## src/rtl/assert_macros.svh

```systemverilog
// Assertion macros shared by the RTL files.
`ifndef ASSERT_MACROS_SVH
`define ASSERT_MACROS_SVH
`ifndef SYNTHESIS
`define FWRR_ASSERT(lbl, clk_s, rst_s, prop) \
    lbl: assert property (@(posedge clk_s) disable iff (!rst_s) (prop)) \
        else $error("assertion failed");
`define FWRR_ASSERT_ALWAYS(lbl, clk_s, prop) \
    lbl: assert property (@(posedge clk_s) (prop)) \
        else $error("assertion failed");
`else
`define FWRR_ASSERT(lbl, clk_s, rst_s, prop)
`define FWRR_ASSERT_ALWAYS(lbl, clk_s, prop)
`endif
`endif

```

## src/rtl/fwrr_pkg.sv

```systemverilog
// Shared codes and widths of the fiber scheduler.
`default_nettype none
package fwrr_pkg;
    localparam int CMD_W = 3;
    localparam logic [CMD_W-1:0] CMD_TICK    = 3'd0;
    localparam logic [CMD_W-1:0] CMD_EVENT   = 3'd1;
    localparam logic [CMD_W-1:0] CMD_SLEEP   = 3'd2;
    localparam logic [CMD_W-1:0] CMD_WAIT    = 3'd3;
    localparam logic [CMD_W-1:0] CMD_CREATE  = 3'd4;
    localparam logic [CMD_W-1:0] CMD_RELEASE = 3'd5;
    localparam logic [CMD_W-1:0] CMD_YIELD   = 3'd6;

    localparam int TAG_W = 3;
    localparam logic [TAG_W-1:0] Q_RUN   = 3'd0;
    localparam logic [TAG_W-1:0] Q_SLEEP = 3'd1;
    localparam logic [TAG_W-1:0] Q_WAIT  = 3'd2;
    localparam logic [TAG_W-1:0] Q_FREE  = 3'd3;

    localparam int CFG_IDX_W = 3;
    localparam logic [CFG_IDX_W-1:0] REG_TICK_PERIOD = 3'd0;
    localparam logic [CFG_IDX_W-1:0] REG_NOTIFY_ID   = 3'd1;
    localparam logic [CFG_IDX_W-1:0] REG_NOTIFY_ONE  = 3'd2;
    localparam logic [CFG_IDX_W-1:0] REG_WILD_SRC    = 3'd3;
    localparam logic [CFG_IDX_W-1:0] REG_WILD_VAL    = 3'd4;

    localparam int CFG_W = 16;
    localparam int PERIOD_W = 10;
    localparam int ID_W = 16;
    localparam int CTX_W = 32;
    localparam int SLOT_OUT_W = 4;
    localparam int WOKEN_OUT_W = 5;
endpackage
`default_nettype wire

```

## src/rtl/fiber_wake_and_round_robin_scheduler.sv

```systemverilog
// Fiber scheduler top level: queue memory, walker and rescheduler.
//
// channel | dir | handshake          | payload
// in      | in  | in_valid/in_ready  | cmd sleep_ms event_source event_value data_ready
// out     | out | out_valid/out_ready| status running_slot running_idle woken_count
//         |     |                    | created_slot run_queue_empty
// cfg     | in  | cfg_we             | cfg_index cfg_wdata
//
// Tick and event walk their queue slot by slot; a woken slot is unlinked
// and appended before the walk goes on. The slot memory has one read and
// one write port, which serializes the steps.
// Reset: a clearing pass over every slot rebuilds the free chain;
// no request is taken during it.
// One request at a time; the next is taken while a result waits, and the
// walker stalls in its final step until the output register is free.
`default_nettype none
`include "assert_macros.svh"
module fiber_wake_and_round_robin_scheduler #(
    parameter int FIBER_SLOTS = 16
) (
    input  wire logic        clk,
    input  wire logic        rst_n,
    input  wire logic        in_valid,
    output logic             in_ready,
    input  wire logic [2:0]  cmd,
    input  wire logic [31:0] sleep_ms,
    input  wire logic [15:0] event_source,
    input  wire logic [15:0] event_value,
    input  wire logic        data_ready,
    output logic             out_valid,
    input  wire logic        out_ready,
    output logic             status,
    output logic [3:0]       running_slot,
    output logic             running_idle,
    output logic [4:0]       woken_count,
    output logic [3:0]       created_slot,
    output logic             run_queue_empty,
    input  wire logic        cfg_we,
    input  wire logic [2:0]  cfg_index,
    input  wire logic [15:0] cfg_wdata
);
    localparam int SW = $clog2(FIBER_SLOTS);
    localparam int LW = $clog2(FIBER_SLOTS + 1);
    localparam int CW = $clog2(FIBER_SLOTS + 1);
    localparam logic [LW-1:0] NIL = LW'(FIBER_SLOTS);
    localparam logic [SW-1:0] LAST = SW'(FIBER_SLOTS - 1);
    // queue numbers as indexes of the head and tail registers
    localparam logic [1:0] QI_RUN   = fwrr_pkg::Q_RUN[1:0];
    localparam logic [1:0] QI_SLEEP = fwrr_pkg::Q_SLEEP[1:0];
    localparam logic [1:0] QI_WAIT  = fwrr_pkg::Q_WAIT[1:0];
    localparam logic [1:0] QI_FREE  = fwrr_pkg::Q_FREE[1:0];

    typedef struct packed {
        logic [LW-1:0]                nxt;
        logic [LW-1:0]                prv;
        logic [fwrr_pkg::TAG_W-1:0]   tag;
        logic [fwrr_pkg::CTX_W-1:0]   ctx;
    } ent_t;

    typedef enum logic [3:0] {
        S_CLEAR, S_IDLE, S_GO, S_WALK, S_WDEC, S_MRD, S_MDEC,
        S_DT1, S_DT2, S_AP1, S_AP2, S_RESCH, S_RSDEC, S_OUT
    } state_t;

    state_t state_reg;
    logic [SW-1:0] clr_reg;
    logic [2:0] cmd_reg;
    logic [31:0] sleep_reg;
    logic [15:0] src_reg, val_reg;
    logic dr_reg;
    logic [fwrr_pkg::PERIOD_W-1:0] period_reg;
    logic [15:0] nid_reg, n1_reg, wsrc_reg, wval_reg;
    logic [LW-1:0] head_reg [4];
    logic [LW-1:0] tail_reg [4];
    logic [SW-1:0] cur_reg;
    logic idle_reg;
    logic [31:0] tick_reg;
    logic [LW-1:0] f_reg, s_reg, p_reg, n_reg;
    logic [1:0] q_reg;
    logic [CW-1:0] woken_reg;
    logic one_reg, status_reg;
    logic [SW-1:0] created_reg;

    // slot memory, synchronous read, per-field write enables
    ent_t mem [FIBER_SLOTS];
    ent_t rdata;
    logic [SW-1:0] raddr, waddr;
    ent_t wdata;
    logic we_nxt, we_prv, we_tag, we_ctx;

    logic [1:0] aq;
    logic [31:0] ctx_val;
    logic [15:0] ev_id, ev_wv;
    logic vmatch, one_path, wake;

    always_ff @(posedge clk)
    begin
        if (we_nxt) mem[waddr].nxt <= wdata.nxt;
        if (we_prv) mem[waddr].prv <= wdata.prv;
        if (we_tag) mem[waddr].tag <= wdata.tag;
        if (we_ctx) mem[waddr].ctx <= wdata.ctx;
        rdata <= mem[raddr];
    end

    assign in_ready = (state_reg == S_IDLE);

    // target queue of the append step
    always_comb
    begin
        unique case (cmd_reg)
            fwrr_pkg::CMD_SLEEP:   aq = QI_SLEEP;
            fwrr_pkg::CMD_WAIT:    aq = QI_WAIT;
            fwrr_pkg::CMD_RELEASE: aq = QI_FREE;
            default:               aq = QI_RUN;
        endcase
        ctx_val = (cmd_reg == fwrr_pkg::CMD_SLEEP) ? tick_reg + sleep_reg
                                                   : {val_reg, src_reg};
    end

    // wake decision for the walked slot
    always_comb
    begin
        ev_id = rdata.ctx[15:0];
        ev_wv = rdata.ctx[31:16];
        vmatch = (ev_wv == wval_reg) || (ev_wv == val_reg);
        one_path = (src_reg == n1_reg) && (ev_id == nid_reg) && vmatch;
        if (cmd_reg == fwrr_pkg::CMD_TICK)
            wake = (tick_reg >= rdata.ctx);
        else if (one_path)
            wake = !one_reg;
        else
            wake = ((ev_id == wsrc_reg) || (ev_id == src_reg)) && vmatch;
    end

    always_comb
    begin
        unique case (state_reg)
            S_WALK:  raddr = f_reg[SW-1:0];
            S_RESCH: raddr = cur_reg;
            default: raddr = s_reg[SW-1:0];
        endcase
        we_nxt = 1'b0;
        we_prv = 1'b0;
        we_tag = 1'b0;
        we_ctx = 1'b0;
        waddr = s_reg[SW-1:0];
        wdata = '{nxt: NIL, prv: NIL, tag: fwrr_pkg::Q_FREE, ctx: ctx_val};
        unique case (state_reg)
            S_CLEAR:
            begin
                waddr = clr_reg;
                we_nxt = 1'b1;
                we_prv = 1'b1;
                we_tag = 1'b1;
                we_ctx = 1'b1;
                wdata.ctx = '0;
                wdata.nxt = (clr_reg == '0 || clr_reg == LAST)
                          ? NIL : LW'(clr_reg) + LW'(1);
                wdata.prv = (clr_reg > SW'(1)) ? LW'(clr_reg) - LW'(1) : NIL;
                wdata.tag = (clr_reg == '0) ? fwrr_pkg::Q_RUN : fwrr_pkg::Q_FREE;
            end
            S_DT1:
            begin
                waddr = p_reg[SW-1:0];
                we_nxt = (p_reg != NIL);
                wdata.nxt = n_reg;
            end
            S_DT2:
            begin
                waddr = n_reg[SW-1:0];
                we_prv = (n_reg != NIL);
                wdata.prv = p_reg;
            end
            S_AP1:
            begin
                we_nxt = 1'b1;
                we_prv = 1'b1;
                we_tag = 1'b1;
                we_ctx = (cmd_reg == fwrr_pkg::CMD_SLEEP) ||
                         (cmd_reg == fwrr_pkg::CMD_WAIT);
                wdata.prv = tail_reg[aq];
                wdata.tag = {1'b0, aq};
            end
            S_AP2:
            begin
                waddr = p_reg[SW-1:0];
                we_nxt = (p_reg != NIL);
                wdata.nxt = s_reg;
            end
            default:
            begin
            end
        endcase
    end

    always_ff @(posedge clk or negedge rst_n)
    begin
        if (!rst_n)
        begin
            state_reg <= S_CLEAR;
            clr_reg <= '0;
            period_reg <= 10'd6;
            nid_reg <= 16'd1023;
            n1_reg <= 16'd1022;
            wsrc_reg <= '0;
            wval_reg <= '0;
            head_reg[QI_RUN] <= '0;
            tail_reg[QI_RUN] <= '0;
            head_reg[QI_SLEEP] <= NIL;
            tail_reg[QI_SLEEP] <= NIL;
            head_reg[QI_WAIT] <= NIL;
            tail_reg[QI_WAIT] <= NIL;
            head_reg[QI_FREE] <= LW'(1);
            tail_reg[QI_FREE] <= LW'(FIBER_SLOTS - 1);
            cur_reg <= '0;
            idle_reg <= 1'b0;
            tick_reg <= '0;
            out_valid <= 1'b0;
            cmd_reg <= '0;
            sleep_reg <= '0;
            src_reg <= '0;
            val_reg <= '0;
            dr_reg <= 1'b0;
            f_reg <= NIL;
            s_reg <= NIL;
            p_reg <= NIL;
            n_reg <= NIL;
            q_reg <= '0;
            woken_reg <= '0;
            one_reg <= 1'b0;
            status_reg <= 1'b0;
            created_reg <= '0;
            status <= 1'b0;
            running_slot <= '0;
            running_idle <= 1'b0;
            woken_count <= '0;
            created_slot <= '0;
            run_queue_empty <= 1'b0;
        end
        else
        begin
            if (cfg_we)
            begin
                unique case (cfg_index)
                    fwrr_pkg::REG_TICK_PERIOD: period_reg <= cfg_wdata[9:0];
                    fwrr_pkg::REG_NOTIFY_ID:   nid_reg <= cfg_wdata;
                    fwrr_pkg::REG_NOTIFY_ONE:  n1_reg <= cfg_wdata;
                    fwrr_pkg::REG_WILD_SRC:    wsrc_reg <= cfg_wdata;
                    fwrr_pkg::REG_WILD_VAL:    wval_reg <= cfg_wdata;
                    default:
                    begin
                    end
                endcase
            end
            // the output step reloads the register itself
            if (out_valid && out_ready && state_reg != S_OUT)
                out_valid <= 1'b0;
            unique case (state_reg)
                S_CLEAR:
                begin
                    clr_reg <= clr_reg + SW'(1);
                    if (clr_reg == LAST)
                        state_reg <= S_IDLE;
                end
                S_IDLE:
                begin
                    if (in_valid)
                    begin
                        cmd_reg <= cmd;
                        sleep_reg <= sleep_ms;
                        src_reg <= event_source;
                        val_reg <= event_value;
                        dr_reg <= data_ready;
                        woken_reg <= '0;
                        one_reg <= 1'b0;
                        status_reg <= 1'b0;
                        created_reg <= '0;
                        state_reg <= S_GO;
                    end
                end
                S_GO:
                begin
                    unique case (cmd_reg)
                        fwrr_pkg::CMD_TICK:
                        begin
                            tick_reg <= tick_reg + 32'(period_reg);
                            f_reg <= head_reg[QI_SLEEP];
                            state_reg <= S_WALK;
                        end
                        fwrr_pkg::CMD_EVENT:
                        begin
                            f_reg <= head_reg[QI_WAIT];
                            state_reg <= S_WALK;
                        end
                        fwrr_pkg::CMD_SLEEP, fwrr_pkg::CMD_WAIT,
                        fwrr_pkg::CMD_RELEASE:
                        begin
                            s_reg <= LW'(cur_reg);
                            state_reg <= idle_reg ? S_RESCH : S_MRD;
                        end
                        fwrr_pkg::CMD_CREATE:
                        begin
                            if (head_reg[QI_FREE] == NIL)
                            begin
                                status_reg <= 1'b1;
                                state_reg <= S_OUT;
                            end
                            else
                            begin
                                s_reg <= head_reg[QI_FREE];
                                created_reg <= head_reg[QI_FREE][SW-1:0];
                                state_reg <= S_MRD;
                            end
                        end
                        fwrr_pkg::CMD_YIELD: state_reg <= S_RESCH;
                        default:             state_reg <= S_OUT;
                    endcase
                end
                S_WALK:
                    state_reg <= (f_reg == NIL) ? S_OUT : S_WDEC;
                S_WDEC:
                begin
                    f_reg <= rdata.nxt;
                    if (wake)
                    begin
                        s_reg <= f_reg;
                        p_reg <= rdata.prv;
                        n_reg <= rdata.nxt;
                        q_reg <= rdata.tag[1:0];
                        woken_reg <= woken_reg + CW'(1);
                        if (one_path && cmd_reg == fwrr_pkg::CMD_EVENT)
                            one_reg <= 1'b1;
                        state_reg <= S_DT1;
                    end
                    else
                        state_reg <= S_WALK;
                end
                S_MRD:
                    state_reg <= S_MDEC;
                S_MDEC:
                begin
                    p_reg <= rdata.prv;
                    n_reg <= rdata.nxt;
                    q_reg <= rdata.tag[1:0];
                    state_reg <= S_DT1;
                end
                S_DT1:
                begin
                    // unlink: fix predecessor or head, and tail
                    if (p_reg == NIL)
                        head_reg[q_reg] <= n_reg;
                    if (n_reg == NIL)
                        tail_reg[q_reg] <= p_reg;
                    state_reg <= S_DT2;
                end
                S_DT2:
                    state_reg <= S_AP1;
                S_AP1:
                begin
                    p_reg <= tail_reg[aq];
                    if (tail_reg[aq] == NIL)
                        head_reg[aq] <= s_reg;
                    tail_reg[aq] <= s_reg;
                    state_reg <= S_AP2;
                end
                S_AP2:
                begin
                    priority if (cmd_reg == fwrr_pkg::CMD_TICK ||
                                 cmd_reg == fwrr_pkg::CMD_EVENT)
                        state_reg <= S_WALK;
                    else if (cmd_reg == fwrr_pkg::CMD_CREATE)
                        state_reg <= S_OUT;
                    else
                        state_reg <= S_RESCH;
                end
                S_RESCH:
                begin
                    priority if (head_reg[QI_RUN] == NIL || dr_reg)
                    begin
                        idle_reg <= 1'b1;
                        state_reg <= S_OUT;
                    end
                    else if (!idle_reg)
                        state_reg <= S_RSDEC;
                    else
                    begin
                        cur_reg <= head_reg[QI_RUN][SW-1:0];
                        idle_reg <= 1'b0;
                        state_reg <= S_OUT;
                    end
                end
                S_RSDEC:
                begin
                    if (rdata.tag == fwrr_pkg::Q_RUN && rdata.nxt != NIL)
                        cur_reg <= rdata.nxt[SW-1:0];
                    else
                        cur_reg <= head_reg[QI_RUN][SW-1:0];
                    idle_reg <= 1'b0;
                    state_reg <= S_OUT;
                end
                S_OUT:
                begin
                    if (!out_valid || out_ready)
                    begin
                        out_valid <= 1'b1;
                        status <= status_reg;
                        running_slot <= idle_reg ? '0 : fwrr_pkg::SLOT_OUT_W'(cur_reg);
                        running_idle <= idle_reg;
                        woken_count <= fwrr_pkg::WOKEN_OUT_W'(woken_reg);
                        created_slot <= fwrr_pkg::SLOT_OUT_W'(created_reg);
                        run_queue_empty <= (head_reg[QI_RUN] == NIL);
                        state_reg <= S_IDLE;
                    end
                end
                default: state_reg <= S_IDLE;
            endcase
        end
    end

    `FWRR_ASSERT(a_run_ends, clk, rst_n, (head_reg[QI_RUN] == NIL) == (tail_reg[QI_RUN] == NIL))
    `FWRR_ASSERT(a_idle_slot, clk, rst_n, (out_valid && running_idle) |-> (running_slot == '0))
    `FWRR_ASSERT(a_woken_max, clk, rst_n, out_valid |-> (woken_count <= 5'(FIBER_SLOTS)))
    `FWRR_ASSERT_ALWAYS(a_no_req_in_reset, clk, !rst_n |-> !in_ready)
endmodule
`default_nettype wire

```

## config.mk

```make
export PLATFORM = sky130hd
export DESIGN_NAME = fiber_wake_and_round_robin_scheduler
export DESIGN_NICKNAME = d
export VERILOG_FILES = /design/src/rtl/fwrr_pkg.sv /design/src/rtl/fiber_wake_and_round_robin_scheduler.sv
export VERILOG_INCLUDE_DIRS = /design/src /design/src/rtl
export SDC_FILE = /design/constraint.sdc
export NUM_CORES = 2
export LEC_CHECK = 0
export ABC_AREA = 1
export BUFFER_PORTS_ARGS = -buffer_cell sky130_fd_sc_hd__buf_2
export CORE_AREA = 2 2 440 224
export DETAILED_ROUTE_END_ITERATION = 16
export DIE_AREA = 0 0 442 226
export HOLD_SLACK_MARGIN = 0.12
export PLACE_DENSITY_LB_ADDON = 0.08
export SYNTH_ARGS = -nofsm -noshare
export SYNTH_HDL_FRONTEND = slang
export SYNTH_SLANG_ARGS = --single-unit
export TNS_END_PERCENT = 10
```

## constraint.sdc

```tcl
create_clock -name clk -period 5.1 [get_ports clk]
set_clock_uncertainty 0.15 [all_clocks]
set_input_delay 0.765 -clock clk [delete_from_list [all_inputs] [get_ports clk]]
set_output_delay 0.765 -clock clk [all_outputs]
set_load 0.1 [all_outputs]
```

==> flow_summary.json <==
{
  "outcome": "completed",
  "crit_fanout": 16,
  "tightest_slew_ps": 1210,
  "setup_total_negative_slack_ps": 0,
  "cellLeakagePower_nw": 21.73,
  "powerDensity_nw_per_um2": 600.4,
  "worstHoldPathCells": 3,
  "largest_register_ffs": 704,
  "ys_warn_count": 0,
  "fmax_ghz": 0.2624,
  "fin_nets": 5141,
  "crit_path_max_incr_delay_ps": 910,
  "synth-seq-cells": 1025,
  "post_synth_most_frequent_cells": "sky130_fd_sc_hd__nand2_1, sky130_fd_sc_hd__edfxtp_1, sky130_fd_sc_hd__inv_1, sky130_fd_sc_hd__o211ai_1, sky130_fd_sc_hd__nand3_1",
  "hold_endpoint": "src_reg[2]",
  "crit_chain": "ha_1 -> nand2_1 -> o21ai_0 -> a21oi_1 -> o21ai_0 -> xor2_1 -> o211ai_1 -> inv_1",
  "antenna_violations_before_repair": 5,
  "async_reset_ff_share_pct": 27.02,
  "postCtsSetupBuffers": 0,
  "n_antenna_cell": 0,
  "critical_path.most_common_cell": "sky130_fd_sc_hd__o21ai_0",
  "via_count": 34770,
  "die_h_um": 226,
  "cts_tree": "yes",
  "number_of_clock_buffers_inserted_by_tritoncts": 91,
  "synthTopCellsByArea": "sky130_fd_sc_hd__edfxtp_1, sky130_fd_sc_hd__dfrtp_1, sky130_fd_sc_hd__nand2_1, sky130_fd_sc_hd__o211ai_1, sky130_fd_sc_hd__inv_1",
  "power_switching_w": 0.01312,
  "via_per_inst": 5.491,
  "synthXorXnorAreaFrac_pct": 1.617,
  "dieWidth_um": 442,
  "grt_util_all_layers_pct": 27.84,
  "syn_inst": 4870,
  "post_cts_resized": 0,
  "filler_cell_count": 8502,
  "synth-compound-area-share_pct": 11.07,
  "portion_of_total_power_attributed_to_sequential_cells_pct": 39.9,
  "worst-endpoint-arrival_ps": 4020,
  "number_of_failing_setup_endpoints_in_the_final_timing_report": 0,
  "leading_cell_type_by_number_of_instances_after_synthesis": "sky130_fd_sc_hd__nand2_1",
  "cell_internal_pwr_w": 0.01877,
  "start_kind": "register",
  "min_from": "event_source[2]",
  "area_occupied_by_multi_input_gates_um2": 15270,
  "worst_skew_pair.late_latency_ps": 710,
  "grt.overflow.total": 0,
  "route.detailed.wl_per_inst_um": 22.03,
  "power_frac_comb_pct": 37.8,
  "detail_route.first_pass.iterations": 6,
  "synth.cell_area_um2": 47680,
  "worst_path_max_delay_cell": "sky130_fd_sc_hd__o21ai_0",
  "boundaryPins": 110,
  "detail_route.drc_violations": 0,
  "initial_util_pct": 49.47,
  "placed_cells_incl_taps": 6116,
  "yosysTopAreaCellShare_pct": 44.34,
  "reg2reg_from": "tick_reg[2]",
  "post-layout-total-power_w": 0.03189,
  "die-area_um2": 99890,
  "wire_length_of_the_first_global_routing_pass_mm": 207.7,
  "endpoint_kind": "register",
  "synth_mux_area_share_pct": 0,
  "max_slew_margin_pct": 19.11,
  "worst_r2r_path_depth": 8,
  "gp_routability_congestion": 0.9777,
  "placeableCoreArea_um2": 96380,
  "worst_r2r_endpoint": "mem[14][15]",
  "layout-drive-gt1-share_pct": 8.363,
  "whs_ps": 189.1,
  "ir_drop_v": 0.0006206,
  "max-cap-violations": 0,
  "placed_area_um2": 49650,
  "post_layout_nonfiller_instances": 6332,
  "synthAdderAreaFrac_pct": 2.131,
  "mappedNetlistNets": 5042,
  "first_iter_violations": 3785,
  "finalHoldViolCount": 0,
  "first_global_vias": 31760,
  "power.switching_fraction_pct": 41.15,
  "fp-row-count": 81,
  "cts_max_path_buffers": 3,
  "cts.sinks": 1025,
  "hold_class": "input port to register",
  "cts.root.buffer_cell": "sky130_fd_sc_hd__clkbuf_16",
  "top_reg_cell_synth": "sky130_fd_sc_hd__edfxtp_1",
  "areaGrowthSynthToFinish_pct": 11.41,
  "synth_top_family_by_area": "simple AND/OR/NAND/NOR gates",
  "hold_buffers": 46,
  "cts.htree.levels": 3,
  "drv_slew": 0,
  "post_synth_and_or_nand_nor_area_fraction_pct": 16.85,
  "flip_flop_and_latch_area_um2": 29000,
  "final_design_area_no_fill_um2": 53120,
  "clock_power_share_pct": 22.3,
  "routed_wl_mm": 139.5,
  "category_of_the_critical_setup_timing_path": "register to register",
  "hpwl_mm": 91.94,
  "grt_start_max_net_pins": 151,
  "clock_pin_slew_reported_for_the_worst_setup_and_hold_paths_after_clock_tree_synthesis_ps": 70,
  "required_ps": 5310,
  "buffers_on_ports": 109,
  "unrepaired_setup_endpoints_after_global_routing": "no",
  "number_of_distinct_standard_cells_referenced_by_the_synthesized_netlist": 52,
  "synth_top_cell_by_area": "sky130_fd_sc_hd__edfxtp_1",
  "post_synth.cell_area_avg_um2": 9.790,
  "reg2reg_slack_ps": 1290,
  "number_of_enable_flip_flop_cells_after_synthesis": 704,
  "antenna_viol_nets_final": 0,
  "synth_seq_area_share_pct": 60.82,
  "layout_worst_path_cycle_share_pct": 74.71,
  "fin_crit_ps": 3810
}
## worst max-delay path, delay by kind of cell (launching register included)
kind / cells / cell delay (ps)
xor gates and xnor gates: 1 / 150
AOI/OAI and AO/OA: 4 / 1950
DFF: 1 / 430
buffers and inverters: 1 / 310
adders and majority gates: 1 / 370
and+or+nand+nor: 1 / 100
## area by class of cell
| type | count | share of cell area, % |
|---|---|---|
| tap | 1286 | 3.029 |
| inverter | 705 | 4.996 |
| timing repair buffer | 213 | 2.968 |
| clock inverter | 39 | 0.7891 |
| multi-input combinational | 2933 | 28.75 |
| sequential | 1025 | 54.59 |
| clock buffer | 131 | 4.874 |
## per-stage QoR
stage	util, %	worst slack, ps
global route	55.11	1054
CTS	55.11	1315
finish	55.11	1290
global placement	51.51	1411
detailed placement	51.51	1359
floorplan	-	672.0
## per-layer routing
metal / up-vias / share of wire (%) / track usage, %
met1: 16730 / 49 / 44.86
met3: 166 / 8.0 / 5.177
li1: 16650 / - / -
met5: - / 0 / 0
met4: 0 / 2.0 / 6.629
met2: 1228 / 41 / 38.14
## worst max path at each step
| stage | end | cells after the start | slack, ps | from |
|---|---|---|---|---|
| 2_1_floorplan | mem[14][0] | 11 | 670 | state_reg[1] |
| 3_5_place_dp | mem[0][4] | 9 | 1360 | state_reg[0] |
| 3_3_place_gp | mem[0][4] | 8 | 1410 | state_reg[2] |
| 5_1_grt | mem[4][5] | 10 | 1050 | state_reg[0] |
| 4_1_cts | mem[0][0] | 9 | 1320 | state_reg[0] |
| 6_report | mem[14][15] | 8 | 1290 | tick_reg[2] |
## power groups by stage
stage / clock network, W / registers [W] / logic [W]
6_report: 0.00711 / 0.0127 / 0.0121
5_1_grt: 0.00755 / 0.0128 / 0.0133
4_1_cts: 0.00723 / 0.0127 / 0.0120
3_5_place_dp: 0 / 0.0129 / 0.0120
3_3_place_gp: 0 / 0.0129 / 0.0119
2_1_floorplan: 0 / 0.0125 / 0.00772
## layout by cell type, fill, tap and decap left out, types with 7 or more instances in the layout
master / netlist / routed
sky130_fd_sc_hd__a21oi_1: 106 / 106
sky130_fd_sc_hd__a22oi_1: 13 / 13
sky130_fd_sc_hd__a31oi_1: 7 / 7
sky130_fd_sc_hd__buf_12: 0 / 10
sky130_fd_sc_hd__buf_2: 104 / 108
sky130_fd_sc_hd__buf_4: 8 / 48
sky130_fd_sc_hd__bufinv_16: 0 / 7
sky130_fd_sc_hd__clkbuf_1: 84 / 26
sky130_fd_sc_hd__clkbuf_16: 0 / 94
sky130_fd_sc_hd__clkbuf_8: 0 / 9
sky130_fd_sc_hd__clkinv_1: 2 / 12
sky130_fd_sc_hd__clkinv_2: 0 / 12
sky130_fd_sc_hd__dfrtp_1: 243 / 243
sky130_fd_sc_hd__dfstp_2: 34 / 34
sky130_fd_sc_hd__dfxtp_1: 44 / 44
sky130_fd_sc_hd__dlygate4sd3_1: 0 / 46
sky130_fd_sc_hd__edfxtp_1: 704 / 704
sky130_fd_sc_hd__ha_1: 78 / 78
sky130_fd_sc_hd__inv_1: 675 / 675
sky130_fd_sc_hd__inv_2: 28 / 26
sky130_fd_sc_hd__nand2_1: 1246 / 1245
sky130_fd_sc_hd__nand3_1: 372 / 371
sky130_fd_sc_hd__nand4_1: 18 / 18
sky130_fd_sc_hd__nor2_1: 248 / 239
sky130_fd_sc_hd__nor2_2: 10 / 10
sky130_fd_sc_hd__nor2_4: 3 / 12
sky130_fd_sc_hd__nor3_1: 41 / 33
sky130_fd_sc_hd__nor3_2: 1 / 9
sky130_fd_sc_hd__o211ai_1: 381 / 381
sky130_fd_sc_hd__o21ai_0: 211 / 210
sky130_fd_sc_hd__o21bai_1: 14 / 14
sky130_fd_sc_hd__o22ai_1: 20 / 20
sky130_fd_sc_hd__o31ai_1: 9 / 9
sky130_fd_sc_hd__xnor2_1: 42 / 42
sky130_fd_sc_hd__xor2_1: 46 / 46
## logic make-up after synthesis
kind of cell | Yosys count
AO/OA/AOI/OAI | 805
XOR/XNOR | 88
adder cells (fa/ha/maj) | 80
buffers and inverters | 912
flip-flops | 1025
AND/OR/NAND/NOR | 1960
No activity file was read; power rests on OpenSTA's default activity.
